**src/design/swms_pkg.sv**
```systemverilog
// Package: shared constants and types for the sliding-window mean/stddev block.
`default_nettype none
package swms_pkg;
  localparam int unsigned WindowDepth = 64;
  localparam int unsigned SlotW = $clog2(WindowDepth);
  localparam int unsigned CountW = $clog2(WindowDepth + 1);
  localparam int unsigned SumW = 16 + CountW;
  localparam int unsigned SqW = 32 + CountW;
  localparam int unsigned VarW = 32;

  localparam logic MODE_PUSH = 1'b0;
  localparam logic MODE_CLEAR = 1'b1;

  localparam logic [0:0] REG_WINDOW_LENGTH = 1'b0;

  typedef struct packed {
    logic clear_win;
    logic push;
    logic start_sum;
    logic step_sum;
    logic start_mean;
    logic step_div;
    logic start_dev;
    logic step_dev;
    logic start_var;
    logic start_sqrt;
    logic step_sqrt;
    logic load_out;
  } swms_cmd_t;

  typedef struct packed {
    logic scan_done;
    logic div_done;
    logic sqrt_done;
    logic empty;
  } swms_sts_t;
endpackage
`default_nettype wire

```
**src/design/swms_if.sv**
```systemverilog
// Interfaces: input and result channels with valid/ready handshake.
`default_nettype none
interface swms_in_if;
  logic valid;
  logic ready;
  logic mode;
  logic signed [15:0] sample;
  modport source (output valid, mode, sample, input ready);
  modport sink (input valid, mode, sample, output ready);
endinterface

interface swms_out_if;
  logic valid;
  logic ready;
  logic [6:0] entry_count;
  logic signed [21:0] window_sum;
  logic signed [15:0] mean_value;
  logic [15:0] std_dev;
  logic evicted_valid;
  logic signed [15:0] evicted_sample;
  modport source (output valid, entry_count, window_sum, mean_value, std_dev,
                  evicted_valid, evicted_sample, input ready);
  modport sink (input valid, entry_count, window_sum, mean_value, std_dev,
                evicted_valid, evicted_sample, output ready);
endinterface
`default_nettype wire

```
**src/design/swms_datapath.sv**
```systemverilog
// Datapath: sample ring, accumulators, serial divider and serial square root.
`default_nettype none
module swms_datapath (
  input  wire logic clk_i,
  input  wire logic rst_ni,
  input  wire swms_pkg::swms_cmd_t cmd_i,
  output swms_pkg::swms_sts_t sts_o,
  input  wire logic signed [15:0] sample_i,
  input  wire logic [6:0] wlen_i,
  output logic [6:0] entry_count_o,
  output logic signed [21:0] window_sum_o,
  output logic signed [15:0] mean_value_o,
  output logic [15:0] std_dev_o,
  output logic evicted_valid_o,
  output logic signed [15:0] evicted_sample_o
);
  import swms_pkg::*;

  logic signed [15:0] mem_q [WindowDepth];
  logic signed [15:0] rd_q;
  logic [CountW-1:0] fill_q, fill_d, idx_q;
  logic [SlotW-1:0] oldest_q, oldest_d, rd_addr, wr_addr;
  logic ev_q, ev_d;
  logic signed [15:0] evs_q, evs_d;
  logic [CountW-1:0] elen;
  logic signed [SumW-1:0] sum_q;
  logic [SqW-1:0] sq_q;
  logic signed [15:0] mean_q;
  // divider
  logic [SqW-1:0] quo_q, rem_q;
  logic [6:0] dcnt_q;
  logic neg_q;
  logic [SqW:0] trial;
  // sqrt
  logic [VarW-1:0] sv_q, root_q, sbit_q;
  logic [15:0] std_q;
  logic [VarW-1:0] rb;
  logic signed [16:0] dev;
  logic [15:0] adev;
  logic scan_pend_q;
  logic scan_issue;

  function automatic logic [SlotW-1:0] wrap(input logic [SlotW:0] s);
    logic [SlotW:0] r;
    r = s;
    if (r >= (SlotW+1)'(WindowDepth)) r = r - (SlotW+1)'(WindowDepth);
    return r[SlotW-1:0];
  endfunction

  always_comb begin
    elen = (wlen_i == 7'd0) ? CountW'(1) :
           (32'(wlen_i) > WindowDepth) ? CountW'(WindowDepth) : CountW'(wlen_i);
  end

  always_comb begin
    fill_d = fill_q;
    oldest_d = oldest_q;
    ev_d = 1'b0;
    evs_d = '0;
    if (fill_q >= elen) begin
      ev_d = 1'b1;
      evs_d = rd_q;
      oldest_d = wrap({1'b0, oldest_q} + (SlotW+1)'(1));
      fill_d = fill_q - CountW'(1);
    end
    wr_addr = wrap({1'b0, oldest_d} + (SlotW+1)'(fill_d[SlotW-1:0]));
    fill_d = fill_d + CountW'(1);
  end

  // read address: oldest plus scan index; index is zero during push prep
  assign rd_addr = wrap({1'b0, oldest_q} + (SlotW+1)'(idx_q[SlotW-1:0]));

  always_ff @(posedge clk_i) begin
    rd_q <= mem_q[rd_addr];
    if (cmd_i.push) mem_q[wr_addr] <= sample_i;
  end

  always_ff @(posedge clk_i or negedge rst_ni) begin
    if (!rst_ni) begin
      fill_q <= '0;
      oldest_q <= '0;
      ev_q <= 1'b0;
      evs_q <= '0;
    end else if (cmd_i.clear_win) begin
      fill_q <= '0;
      oldest_q <= '0;
      ev_q <= 1'b0;
      evs_q <= '0;
    end else if (cmd_i.push) begin
      fill_q <= fill_d;
      oldest_q <= oldest_d;
      ev_q <= ev_d;
      evs_q <= evs_d;
    end
  end

  assign dev = 17'(rd_q) - 17'(mean_q);
  assign adev = dev[16] ? 16'(-dev) : dev[15:0];

  // scans: idx counts reads issued; rd_q is registered and valid in the cycle after issue
  assign scan_issue = (idx_q < fill_q);
  always_ff @(posedge clk_i) begin
    if (cmd_i.start_sum || cmd_i.start_dev) begin
      idx_q <= '0;
      scan_pend_q <= 1'b0;
    end else if (cmd_i.step_sum || cmd_i.step_dev) begin
      if (scan_issue) idx_q <= idx_q + CountW'(1);
      scan_pend_q <= scan_issue;
    end else begin
      scan_pend_q <= 1'b0;
    end
    if (cmd_i.start_sum) sum_q <= '0;
    else if (cmd_i.step_sum && scan_pend_q) sum_q <= sum_q + SumW'(rd_q);
    if (cmd_i.start_dev) sq_q <= '0;
    else if (cmd_i.step_dev && scan_pend_q) sq_q <= sq_q + SqW'(adev * adev);
  end
  assign sts_o.scan_done = !scan_issue && !scan_pend_q;
  assign sts_o.empty = (fill_q == '0);

  // restoring divider, shared by mean and variance
  assign trial = {rem_q, quo_q[SqW-1]} - (SqW+1)'(fill_q);
  always_ff @(posedge clk_i) begin
    if (cmd_i.start_mean) begin
      neg_q <= sum_q[SumW-1];
      quo_q <= SqW'(sum_q[SumW-1] ? -sum_q : sum_q);
      rem_q <= '0;
      dcnt_q <= 7'(SqW);
    end else if (cmd_i.start_var) begin
      neg_q <= 1'b0;
      quo_q <= sq_q;
      rem_q <= '0;
      dcnt_q <= 7'(SqW);
    end else if (cmd_i.step_div && dcnt_q != 7'd0) begin
      if (!trial[SqW]) begin
        rem_q <= trial[SqW-1:0];
        quo_q <= {quo_q[SqW-2:0], 1'b1};
      end else begin
        rem_q <= {rem_q[SqW-2:0], quo_q[SqW-1]};
        quo_q <= {quo_q[SqW-2:0], 1'b0};
      end
      dcnt_q <= dcnt_q - 7'd1;
    end
    if (cmd_i.start_dev) mean_q <= 16'(neg_q ? -quo_q : quo_q);
    if (cmd_i.clear_win || cmd_i.push) mean_q <= '0;
  end
  assign sts_o.div_done = (dcnt_q == 7'd0);

  // digit-by-digit square root, one result bit per step
  assign rb = root_q + sbit_q;
  always_ff @(posedge clk_i) begin
    if (cmd_i.start_sqrt) begin
      sv_q <= quo_q[SqW-1:VarW] != '0 ? '1 : quo_q[VarW-1:0];
      root_q <= '0;
      sbit_q <= VarW'(1) << (VarW - 2);
    end else if (cmd_i.step_sqrt && sbit_q != '0) begin
      if (sv_q >= rb) begin
        sv_q <= sv_q - rb;
        root_q <= (root_q >> 1) + sbit_q;
      end else begin
        root_q <= root_q >> 1;
      end
      sbit_q <= sbit_q >> 2;
    end
  end
  assign sts_o.sqrt_done = (sbit_q == '0);
  assign std_q = root_q[15:0];

  always_ff @(posedge clk_i) begin
    if (cmd_i.load_out) begin
      entry_count_o <= 7'(fill_q);
      evicted_valid_o <= ev_q;
      evicted_sample_o <= evs_q;
      if (fill_q == '0) begin
        window_sum_o <= '0;
        mean_value_o <= '0;
        std_dev_o <= '0;
      end else begin
        window_sum_o <= 22'(sum_q);
        mean_value_o <= mean_q;
        std_dev_o <= std_q;
      end
    end
  end
endmodule
`default_nettype wire

```
**src/design/swms_ctrl.sv**
```systemverilog
// Controller: sequences clear or push, scans, divides, square root and the result beat.
`default_nettype none
module swms_ctrl (
  input  wire logic clk_i,
  input  wire logic rst_ni,
  input  wire logic in_valid_i,
  input  wire logic in_mode_i,
  output logic in_ready_o,
  output logic out_valid_o,
  input  wire logic out_ready_i,
  output swms_pkg::swms_cmd_t cmd_o,
  input  wire swms_pkg::swms_sts_t sts_i
);
  import swms_pkg::*;

  localparam logic [3:0] S_IDLE = 4'd0;
  localparam logic [3:0] S_PREP = 4'd1;
  localparam logic [3:0] S_PUSH = 4'd2;
  localparam logic [3:0] S_SUM = 4'd3;
  localparam logic [3:0] S_MDIV = 4'd4;
  localparam logic [3:0] S_DEV = 4'd5;
  localparam logic [3:0] S_VDIV = 4'd6;
  localparam logic [3:0] S_SQRT = 4'd7;
  localparam logic [3:0] S_OUT = 4'd8;

  logic [3:0] state_q, state_d;
  logic ov_q, ov_d;
  logic accept;

  // the output register holds a finished beat while the next item runs
  assign in_ready_o = (state_q == S_IDLE);
  assign accept = in_valid_i && in_ready_o;
  assign out_valid_o = ov_q;

  always_comb begin
    state_d = state_q;
    ov_d = ov_q && !out_ready_i;
    cmd_o = '0;
    unique case (state_q)
      S_IDLE: begin
        if (accept) begin
          if (in_mode_i == MODE_CLEAR) begin
            cmd_o.clear_win = 1'b1;
            state_d = S_OUT;
          end else begin
            cmd_o.start_sum = 1'b1;
            state_d = S_PREP;
          end
        end
      end
      S_PREP: state_d = S_PUSH;
      S_PUSH: begin
        cmd_o.push = 1'b1;
        state_d = S_SUM;
      end
      S_SUM: begin
        cmd_o.step_sum = 1'b1;
        if (sts_i.scan_done) begin
          cmd_o.start_mean = 1'b1;
          state_d = S_MDIV;
        end
      end
      S_MDIV: begin
        cmd_o.step_div = 1'b1;
        if (sts_i.div_done) begin
          cmd_o.step_div = 1'b0;
          cmd_o.start_dev = 1'b1;
          state_d = S_DEV;
        end
      end
      S_DEV: begin
        cmd_o.step_dev = 1'b1;
        if (sts_i.scan_done) begin
          cmd_o.start_var = 1'b1;
          state_d = S_VDIV;
        end
      end
      S_VDIV: begin
        cmd_o.step_div = 1'b1;
        if (sts_i.div_done) begin
          cmd_o.step_div = 1'b0;
          cmd_o.start_sqrt = 1'b1;
          state_d = S_SQRT;
        end
      end
      S_SQRT: begin
        cmd_o.step_sqrt = 1'b1;
        if (sts_i.sqrt_done) begin
          cmd_o.step_sqrt = 1'b0;
          state_d = S_OUT;
        end
      end
      S_OUT: begin
        if (!ov_q || out_ready_i) begin
          cmd_o.load_out = 1'b1;
          ov_d = 1'b1;
          state_d = S_IDLE;
        end
      end
      default: state_d = S_IDLE;
    endcase
  end

  always_ff @(posedge clk_i or negedge rst_ni) begin
    if (!rst_ni) begin
      state_q <= S_IDLE;
      ov_q <= 1'b0;
    end else begin
      state_q <= state_d;
      ov_q <= ov_d;
    end
  end
endmodule
`default_nettype wire

```
**src/design/sliding_window_mean_stddev.sv**
```systemverilog
// Top level: sliding-window mean and standard deviation with APB length register.
// Sequence for a push: prep, push, a sum scan over the N samples held, a 39-step mean
// divide, a deviation scan, a 39-step variance divide, a 16-step square root, load.
// One item at a time, a clear going straight to the load; the next item is taken
// while a finished result waits.
// Reset: asynchronous active low; window empties, length register returns to 64.
`default_nettype none
module sliding_window_mean_stddev (
  input  wire logic clk_i,
  input  wire logic rst_ni,
  swms_in_if.sink in_if,
  swms_out_if.source out_if,
  input  wire logic psel,
  input  wire logic penable,
  input  wire logic pwrite,
  input  wire logic [0:0] paddr,
  input  wire logic [31:0] pwdata,
  output logic [31:0] prdata,
  output logic pready
);
  import swms_pkg::*;

  swms_cmd_t cmd;
  swms_sts_t sts;
  logic [6:0] wlen_q;
  logic signed [15:0] samp_q;

  assign pready = 1'b1;
  assign prdata = {25'd0, wlen_q};

  // length register; address is a word index stub (single register at 0)
  always_ff @(posedge clk_i or negedge rst_ni) begin
    if (!rst_ni) begin
      wlen_q <= 7'd64;
    end else if (psel && penable && pwrite && paddr == REG_WINDOW_LENGTH) begin
      wlen_q <= pwdata[6:0];
    end
  end

  // hold the pushed sample for the write cycle
  always_ff @(posedge clk_i) begin
    if (in_if.valid && in_if.ready) samp_q <= in_if.sample;
  end

  swms_ctrl u_ctrl (
    .clk_i, .rst_ni,
    .in_valid_i(in_if.valid), .in_mode_i(in_if.mode), .in_ready_o(in_if.ready),
    .out_valid_o(out_if.valid), .out_ready_i(out_if.ready),
    .cmd_o(cmd), .sts_i(sts)
  );

  swms_datapath u_dp (
    .clk_i, .rst_ni, .cmd_i(cmd), .sts_o(sts),
    .sample_i(samp_q), .wlen_i(wlen_q),
    .entry_count_o(out_if.entry_count), .window_sum_o(out_if.window_sum),
    .mean_value_o(out_if.mean_value), .std_dev_o(out_if.std_dev),
    .evicted_valid_o(out_if.evicted_valid), .evicted_sample_o(out_if.evicted_sample)
  );

`ifndef SYNTHESIS
  a_hold_stable: assert property (@(posedge clk_i) disable iff (!rst_ni)
    out_if.valid && !out_if.ready |=> out_if.valid && $stable(out_if.window_sum))
    else $error("result beat changed while waiting");
  a_count_bound: assert property (@(posedge clk_i) disable iff (!rst_ni)
    out_if.valid |-> out_if.entry_count <= 7'(WindowDepth)) else $error("count");
  a_evict_zero: assert property (@(posedge clk_i) disable iff (!rst_ni)
    out_if.valid && !out_if.evicted_valid |-> out_if.evicted_sample == 16'sd0)
    else $error("evicted sample nonzero");
`endif
endmodule
`default_nettype wire

```
**src/flat_wrapper.sv**
```systemverilog
// flat-port wrapper written by rule: the top's interface ports become plain ports
module sliding_window_mean_stddev_flat import swms_pkg::*;
  (clk_i, rst_ni, psel, penable, pwrite, paddr, pwdata, prdata, pready, in_if_valid, in_if_mode, in_if_sample, in_if_ready, out_if_valid, out_if_entry_count, out_if_window_sum, out_if_mean_value, out_if_std_dev, out_if_evicted_valid, out_if_evicted_sample, out_if_ready);
  swms_in_if in_if_i ();
  swms_out_if out_if_i ();
  input  wire logic clk_i;
  input  wire logic rst_ni;
  input  wire logic psel;
  input  wire logic penable;
  input  wire logic pwrite;
  input  wire logic [0:0] paddr;
  input  wire logic [31:0] pwdata;
  output logic [31:0] prdata;
  output logic pready;
  input wire logic [$bits(in_if_i.valid)-1:0] in_if_valid;
  input wire logic [$bits(in_if_i.mode)-1:0] in_if_mode;
  input wire logic [$bits(in_if_i.sample)-1:0] in_if_sample;
  output wire logic [$bits(in_if_i.ready)-1:0] in_if_ready;
  output wire logic [$bits(out_if_i.valid)-1:0] out_if_valid;
  output wire logic [$bits(out_if_i.entry_count)-1:0] out_if_entry_count;
  output wire logic [$bits(out_if_i.window_sum)-1:0] out_if_window_sum;
  output wire logic [$bits(out_if_i.mean_value)-1:0] out_if_mean_value;
  output wire logic [$bits(out_if_i.std_dev)-1:0] out_if_std_dev;
  output wire logic [$bits(out_if_i.evicted_valid)-1:0] out_if_evicted_valid;
  output wire logic [$bits(out_if_i.evicted_sample)-1:0] out_if_evicted_sample;
  input wire logic [$bits(out_if_i.ready)-1:0] out_if_ready;
  assign in_if_i.valid = in_if_valid;
  assign in_if_i.mode = in_if_mode;
  assign in_if_i.sample = in_if_sample;
  assign in_if_ready = in_if_i.ready;
  assign out_if_valid = out_if_i.valid;
  assign out_if_entry_count = out_if_i.entry_count;
  assign out_if_window_sum = out_if_i.window_sum;
  assign out_if_mean_value = out_if_i.mean_value;
  assign out_if_std_dev = out_if_i.std_dev;
  assign out_if_evicted_valid = out_if_i.evicted_valid;
  assign out_if_evicted_sample = out_if_i.evicted_sample;
  assign out_if_i.ready = out_if_ready;
  sliding_window_mean_stddev u_core (.clk_i(clk_i), .rst_ni(rst_ni), .in_if(in_if_i), .out_if(out_if_i), .psel(psel), .penable(penable), .pwrite(pwrite), .paddr(paddr), .pwdata(pwdata), .prdata(prdata), .pready(pready));
endmodule
```
**config.mk**
```make
export PLATFORM = sky130hd
export DESIGN_NAME = sliding_window_mean_stddev_flat
export DESIGN_NICKNAME = d
export VERILOG_FILES = /design/src/design/swms_pkg.sv /design/src/design/swms_if.sv /design/src/design/swms_datapath.sv /design/src/design/swms_ctrl.sv /design/src/design/sliding_window_mean_stddev.sv /design/src/flat_wrapper.sv
export SDC_FILE = /design/constraint.sdc
export NUM_CORES = 2
export LEC_CHECK = 0
export ABC_AREA = 1
export BUFFER_PORTS_ARGS = -buffer_cell sky130_fd_sc_hd__clkbuf_2
export CAP_MARGIN = 10
export CORE_MARGIN = 2
export CORE_UTILIZATION = 50
export DETAILED_ROUTE_END_ITERATION = 10
export HOLD_SLACK_MARGIN = 0.03
export PLACE_DENSITY = 0.73
export REMOVE_ABC_BUFFERS = 1
export SYNTH_ARGS = -nofsm -noshare
export SYNTH_HDL_FRONTEND = slang
export SYNTH_SLANG_ARGS = --single-unit
```
**constraint.sdc**
```tcl
create_clock -name clk_i -period 8.51 [get_ports clk_i]
set_input_delay 0.851 -clock clk_i [delete_from_list [all_inputs] [get_ports clk_i]]
set_output_delay 0.851 -clock clk_i [all_outputs]
set_load 0.1 [all_outputs]
```
Word-level counts from Yosys, hierarchy flattened
Memory sizes are Yosys's and may differ from the RTL's. A register that Yosys moved wholly into a read port is not among the register bits.
Cells that the tools add are included.
{"block": "op_classes", "add_sub_neg": 20, "mul": 1, "n_div": 0, "n_lt_le_gt_ge": 7, "eq_ne": 15, "shift": 0, "n_mux": 65, "n_bitwise": 2, "reduce_logical": 36}
{"op": "2-to-1 mux 39 bit", "n": 5}
{"op": "2-to-1 mux 32 bit", "n": 5}
{"op": "2-to-1 mux 16 bit", "n": 5}
{"op": "subtractor 40 x 7 -> 40 bit", "n": 1}
{"op": "adder 39 x 32 -> 39 bit", "n": 1}
{"op": "negator 23 -> 39 bit", "n": 1}
{"op": "2-to-1 mux 6 bit", "n": 6}
{"op": "case mux 4 bit (9 select lines)", "n": 1}
{"op": "2-to-1 mux 7 bit", "n": 5}
{"op": "adder 31 x 31 -> 32 bit", "n": 1}
{"op": "adder 32 x 31 -> 32 bit", "n": 1}
{"op": "greater-or-equal comparator 32 bit", "n": 1}
{"op": "logical NOT 32 bit", "n": 1}
{"op": "multiplier 16 x 16 -> 32 bit", "n": 1}
{"op": "2-to-1 mux 4 bit", "n": 8}
{"op": "negator 16 bit", "n": 2}
{"op": "nonzero test 32 bit", "n": 1}
{"op": "subtractor 32 bit", "n": 1}
{"op": "2-to-1 mux 1 bit", "n": 26}
{"op": "adder 23 x 16 -> 23 bit", "n": 1}
{"op": "greater-or-equal comparator 7 bit (second input constant)", "n": 3}
{"op": "logical NOT 7 bit", "n": 3}
{"op": "subtractor 6 x 1 -> 6 bit (second input constant)", "n": 3}
{"op": "subtractor 16 x 16 -> 17 bit", "n": 1}
{"op": "26 further kinds", "n": 62}
{"block": "word_totals", "reg_bits": 388, "latch_bits": 0, "ramBits": 1024, "mem_bits_ro": 0, "inputBits": 57, "output_inout_bits": 113, "memories": 1}
{"memory": "u_core.u_dp.mem_q", "depth": 64, "word_bits": 16, "read_ports": 1, "rd_clocked_by_memory_dff": 1, "wr": 1, "line_no": "swms_datapath.sv:19", "source": "logic signed [15:0] mem_q [WindowDepth];"}

Longest topological paths before layout
{"block": "logic_depth", "word_depth": 8, "mapped_depth": 47}

Cells and area by module
A second synthesis with hierarchy kept.
{"block": "hier_totals", "cells_unflattened": 7535, "area_unflattened_um2": 74575.3}
{"module": "swms_datapath", "instances": 1, "cells_per_inst": 7381, "area_per_inst_um2": 73117.6}
{"module": "sliding_window_mean_stddev", "instances": 1, "cells_per_inst": 79, "area_per_inst_um2": 988.4}
{"module": "swms_ctrl", "instances": 1, "cells_per_inst": 75, "area_per_inst_um2": 469.2}

Least setup slack after synthesis
OpenSTA, ideal clock, no wires.
{"block": "synth_path", "kind": "reg-to-reg", "startpoint": "reg u_core.u_dp.rd_q[0], read port of u_core.u_dp.mem_q", "endpoint": "reg u_core.u_dp.sq_q[35]", "setup_time_ns": 0.115, "arrival_ns": 7.120, "required_ns": 8.395, "slack_ns": 1.275, "stages_incl_launch_ff": 43, "path_buffers": 2, "path_cell_list": "dfxtp_1 inv_1 ha_1 fa_1 inv_1 nand2_1 nand2_1 nand3_1 nand2_1 nand2_1 nand2_1 nand2_1 nand2_1 nand2_1 nand2_2 buf_4 nand2_2 xor2_2 [... 7 more ...] fa_1 inv_1 fa_1 inv_1 fa_1 ha_1 nand2_1 nor2_1 nand4_1 o211ai_1 a21o_1 nand3_1 nand2_1 nand2_1 nand2_1 nand3_1 nand2_1 nor2_1"}
{"block": "synth_via", "elab_chain_len": 5}
{"item": "start: declaration", "line_no": "swms_datapath.sv:20", "source": "logic signed [15:0] rd_q;"}
{"item": "subtractor 16 x 16 -> 17 bit (*)", "line_no": "swms_datapath.sv:97", "source": "assign dev = 17'(rd_q) - 17'(mean_q);"}
{"item": "negator 16 bit", "line_no": "swms_datapath.sv:98", "source": "assign adev = dev[16] ? 16'(-dev) : dev[15:0];"}
{"item": "2-to-1 mux 16 bit (*)", "line_no": "swms_datapath.sv:98"}
{"item": "multiplier 16 x 16 -> 32 bit (*)", "line_no": "swms_datapath.sv:115", "source": "else if (cmd_i.step_dev && scan_pend_q) sq_q <= sq_q + SqW'(adev * adev);"}
{"item": "adder 39 x 32 -> 39 bit (*)", "line_no": "swms_datapath.sv:115"}
{"item": "end signal: assignment", "line_no": "swms_datapath.sv:115"}
{"item": "end: declaration", "line_no": "swms_datapath.sv:27", "source": "logic [SqW-1:0] sq_q;"}
Mark *: on every way between the ends. The rest lies on a longest branch, timed or not.
A chain may end at the register's enable or synchronous reset.

Worst setup path after layout
{"block": "layout_path", "startpoint": "reg u_core.u_dp.rd_q[0], read port of u_core.u_dp.mem_q", "endpoint": "reg u_core.u_dp.sq_q[28]"}
The elaborated chain is that of the path after synthesis.

==> flow_summary.toml <==
[logic_synthesis]
syn_avg_cell_area_um2 = 9.92
yosysSeqAreaShare_pct = 54.6
synth_edf_count = 1190
async_reset_ff_share_pct = 2.94
yosys.area.top_type = "edfxtp_1"
synth_top_area_share_pct = 47.9
synth_area_leaders = "edfxtp_1, o21ai_0, fa_1"
synth.distinct_cells = 65
ys_top_cells_by_count = "edfxtp_1, nor2_1, nand2_1"
synthesis.area_um2 = 74600
synth_warnings = 0
ys_seq_elements = 1428
synth_flop_cell = "edfxtp_1"
synth_cells = 7525
synth_most_common_cell = "edfxtp_1"

[final_layout]
post-route-util_pct = 55.9
fillCellCount = 12600
instances_no_fill = 9675
area_growth_pct = 10.8
final_layout_size_suffix_gt1_share_pct = 7.60
fin_area_um2 = 82700
nNetsFinal = 8119
antenna_cells_inserted = 0

[clock_tree]
holdBufCountCts = 0
clk_latency_ps = 800
cts.sinks = 1428
clk_path_buf_depth = 3
clockRootBuffer = "clkbuf_16"
cts_max_level = 4
cts_tree = "built"
cts_inserted_buffers = 153
cts.reportedPaths.clkPinSlew_ps = 60

[place]
port_buffers = 118
dp_hpwl_mm = 138
dp_cells = 9390
placed_area_um2 = 77600
gp_congestion = 0.945

[grt]
grt_overflow_total = 0
grt.total_usage_pct = 27.2
grt_pass1_vias = 54400
grt_pass1_wl_mm = 319
antenna_found_initial = 2
grt_max_degree = 198

[routing]
wirelength_mm = 210
wl_per_cell_um = 21.8
drt_pass1_iterations = 6
ant_nets = 0
post_drt_via_cell_ratio = 5.82
drt-initial-drc-count = 6151
vias = 56400
drc_errors = 0

[worst_setup_path]
worstSetupPathType = "flip-flop to flip-flop"
required_ps = 9170
cp_common_cell = "nand2_1"
critPathLaunch = "u_core.u_dp.rd_q[0]"
start_kind = "flip-flop"
reg2reg_depth = 41
reg2reg_slack_ps = 460
reg2reg_from = "u_core.u_dp.rd_q[0]"
cp_slowest_cell = "fa_1"
cpPeakStageDelay_ps = 520
crit_buf_inv = 11
end_kind = "flip-flop"
cp_max_fo = 12
crit_arrival_ps = 8710
rr_endpoint = "u_core.u_dp.sq_q[28]"
path_delay_family = "adder cells"

[floorplan]
core_um2 = 148000
die_h_um = 390
ios = 170
initial_core_util_pct = 50.4
rows = 141
die_area_um2 = 152000
die_w_um = 390

[sta]
hold_violations = 0
worst-slew-pin-transition_ps = 1280
final_max_slew_viol_count = 0
relSlewSlack_pct = 14.4
clock.fmax_ghz = 0.124
fin_crit_sh_pct = 94.6
setup_tns_ps = 0
setup_violations = 0
grt_setup_unrepaired = "true"
fin_skew_ps = 48.2
period_needed_ps = 8050

[flow_run]
cap_violations = 0

[run_status]
outcome = "finished, final reports clean"

[min_path]
hp-class = "primary input to asynchronous set/reset pin"
-- timing repair --
action                                  in CTS  in global routing
resized for setup                            0                 18
endpoints found under the setup margin       0                 13
buffers inserted                             0                  2
-- stage by stage --
stage	hold slack, ps	worst slack, ps
6_report	208	461
5_1_grt	195	-25.8
4_1_cts	181	317
3_5_place_dp	436	351
3_3_place_gp	433	423
2_1_floorplan	425	-9250
-- logic make-up after synthesis --
group | synth area share, %
flip-flops | 54.6
buffers and inverters | 6.84
XOR/XNOR | 2.16
AO/OA/AOI/OAI | 13.1
multiplexers | 0.292
other | 0.0101
AND/OR/NAND/NOR | 13.5
adder cells (fa/ha/maj) | 9.46
-- metal layers --
| metal | GRT usage, % | routed length, um | vias up |
|---|---|---|---|
| met1 | 36.9 | 85600 | 27400 |
| met4 | 11.1 | 8730 | 4 |
| li1 | - | - | 26000 |
| met3 | 4.05 | 17500 | 409 |
| met2 | 44.1 | 98600 | 2547 |
| met5 | 0 | 25 | - |
-- worst register-to-register path, delay by kind of cell (launching register included) --
kind,cells,cell delay [ps]
fa+ha+maj,9,3930
buf+inv,11,1120
simple gates,15,1680
compound gates,5,750
xor+xnor,1,80
flops,1,350
-- layout by cell type, fill, tap and decap left out, types with 61 or more instances in the layout --
cell	instances
nor3_1	61
o221ai_1	194
clkbuf_2	118
nand4_1	62
ha_1	244
edfxtp_1	1190
nand2_1	974
o211ai_1	78
fa_1	198
o21ai_0	809
buf_4	144
xor2_1	118
inv_1	936
nand3_1	286
o22ai_1	73
a21oi_1	349
nor2_1	1002
clkbuf_16	157
dfxtp_1	196
-- state kept, by name, summed over array words and instances, names as in the netlist, 6 cells and up --
register,count
u_core.samp_q,16
u_core.u_dp.dcnt_q,7
u_core.u_dp.entry_count_o,7
u_core.u_dp.evicted_sample_o,16
u_core.u_dp.evs_q,16
u_core.u_dp.fill_q,7
u_core.u_dp.idx_q,7
u_core.u_dp.mean_q,16
u_core.u_dp.mean_value_o,16
u_core.u_dp.mem_q,1024
u_core.u_dp.oldest_q,6
u_core.u_dp.quo_q,39
u_core.u_dp.rd_q,16
u_core.u_dp.rem_q,39
u_core.u_dp.root_q,32
u_core.u_dp.sbit_q,16
u_core.u_dp.sq_q,39
u_core.u_dp.std_dev_o,16
u_core.u_dp.sum_q,23
u_core.u_dp.sv_q,32
u_core.u_dp.window_sum_o,22
u_core.wlen_q,7
-- area by class of cell --
cell class                      count  area [um2]  share of cell area [%]
Multi-Input combinational cell   4809       29100                    35.2
Tap cell                         1930        2410                    2.92
Clock inverter                     75         811                   0.981
Timing Repair Buffer              269        1800                    2.18
Clock buffer                      208        4230                    5.12
Sequential cell                  1428       40700                    49.2
Inverter                          956        3610                    4.37
-- worst max path at each step --
stage,to,slack [ps],cells past startpoint
2_1_floorplan,u_core.u_dp.rd_q[14],-9250,10
3_3_place_gp,u_core.u_dp.sq_q[35],420,42
3_5_place_dp,u_core.u_dp.sq_q[31],350,40
4_1_cts,u_core.u_dp.sq_q[31],320,40
5_1_grt,u_core.u_dp.sq_q[29],-30,43
6_report,u_core.u_dp.sq_q[28],460,41
Power is not shown: default switching activity piles up to over one toggle a cycle in this logic, so the estimate is an artifact.
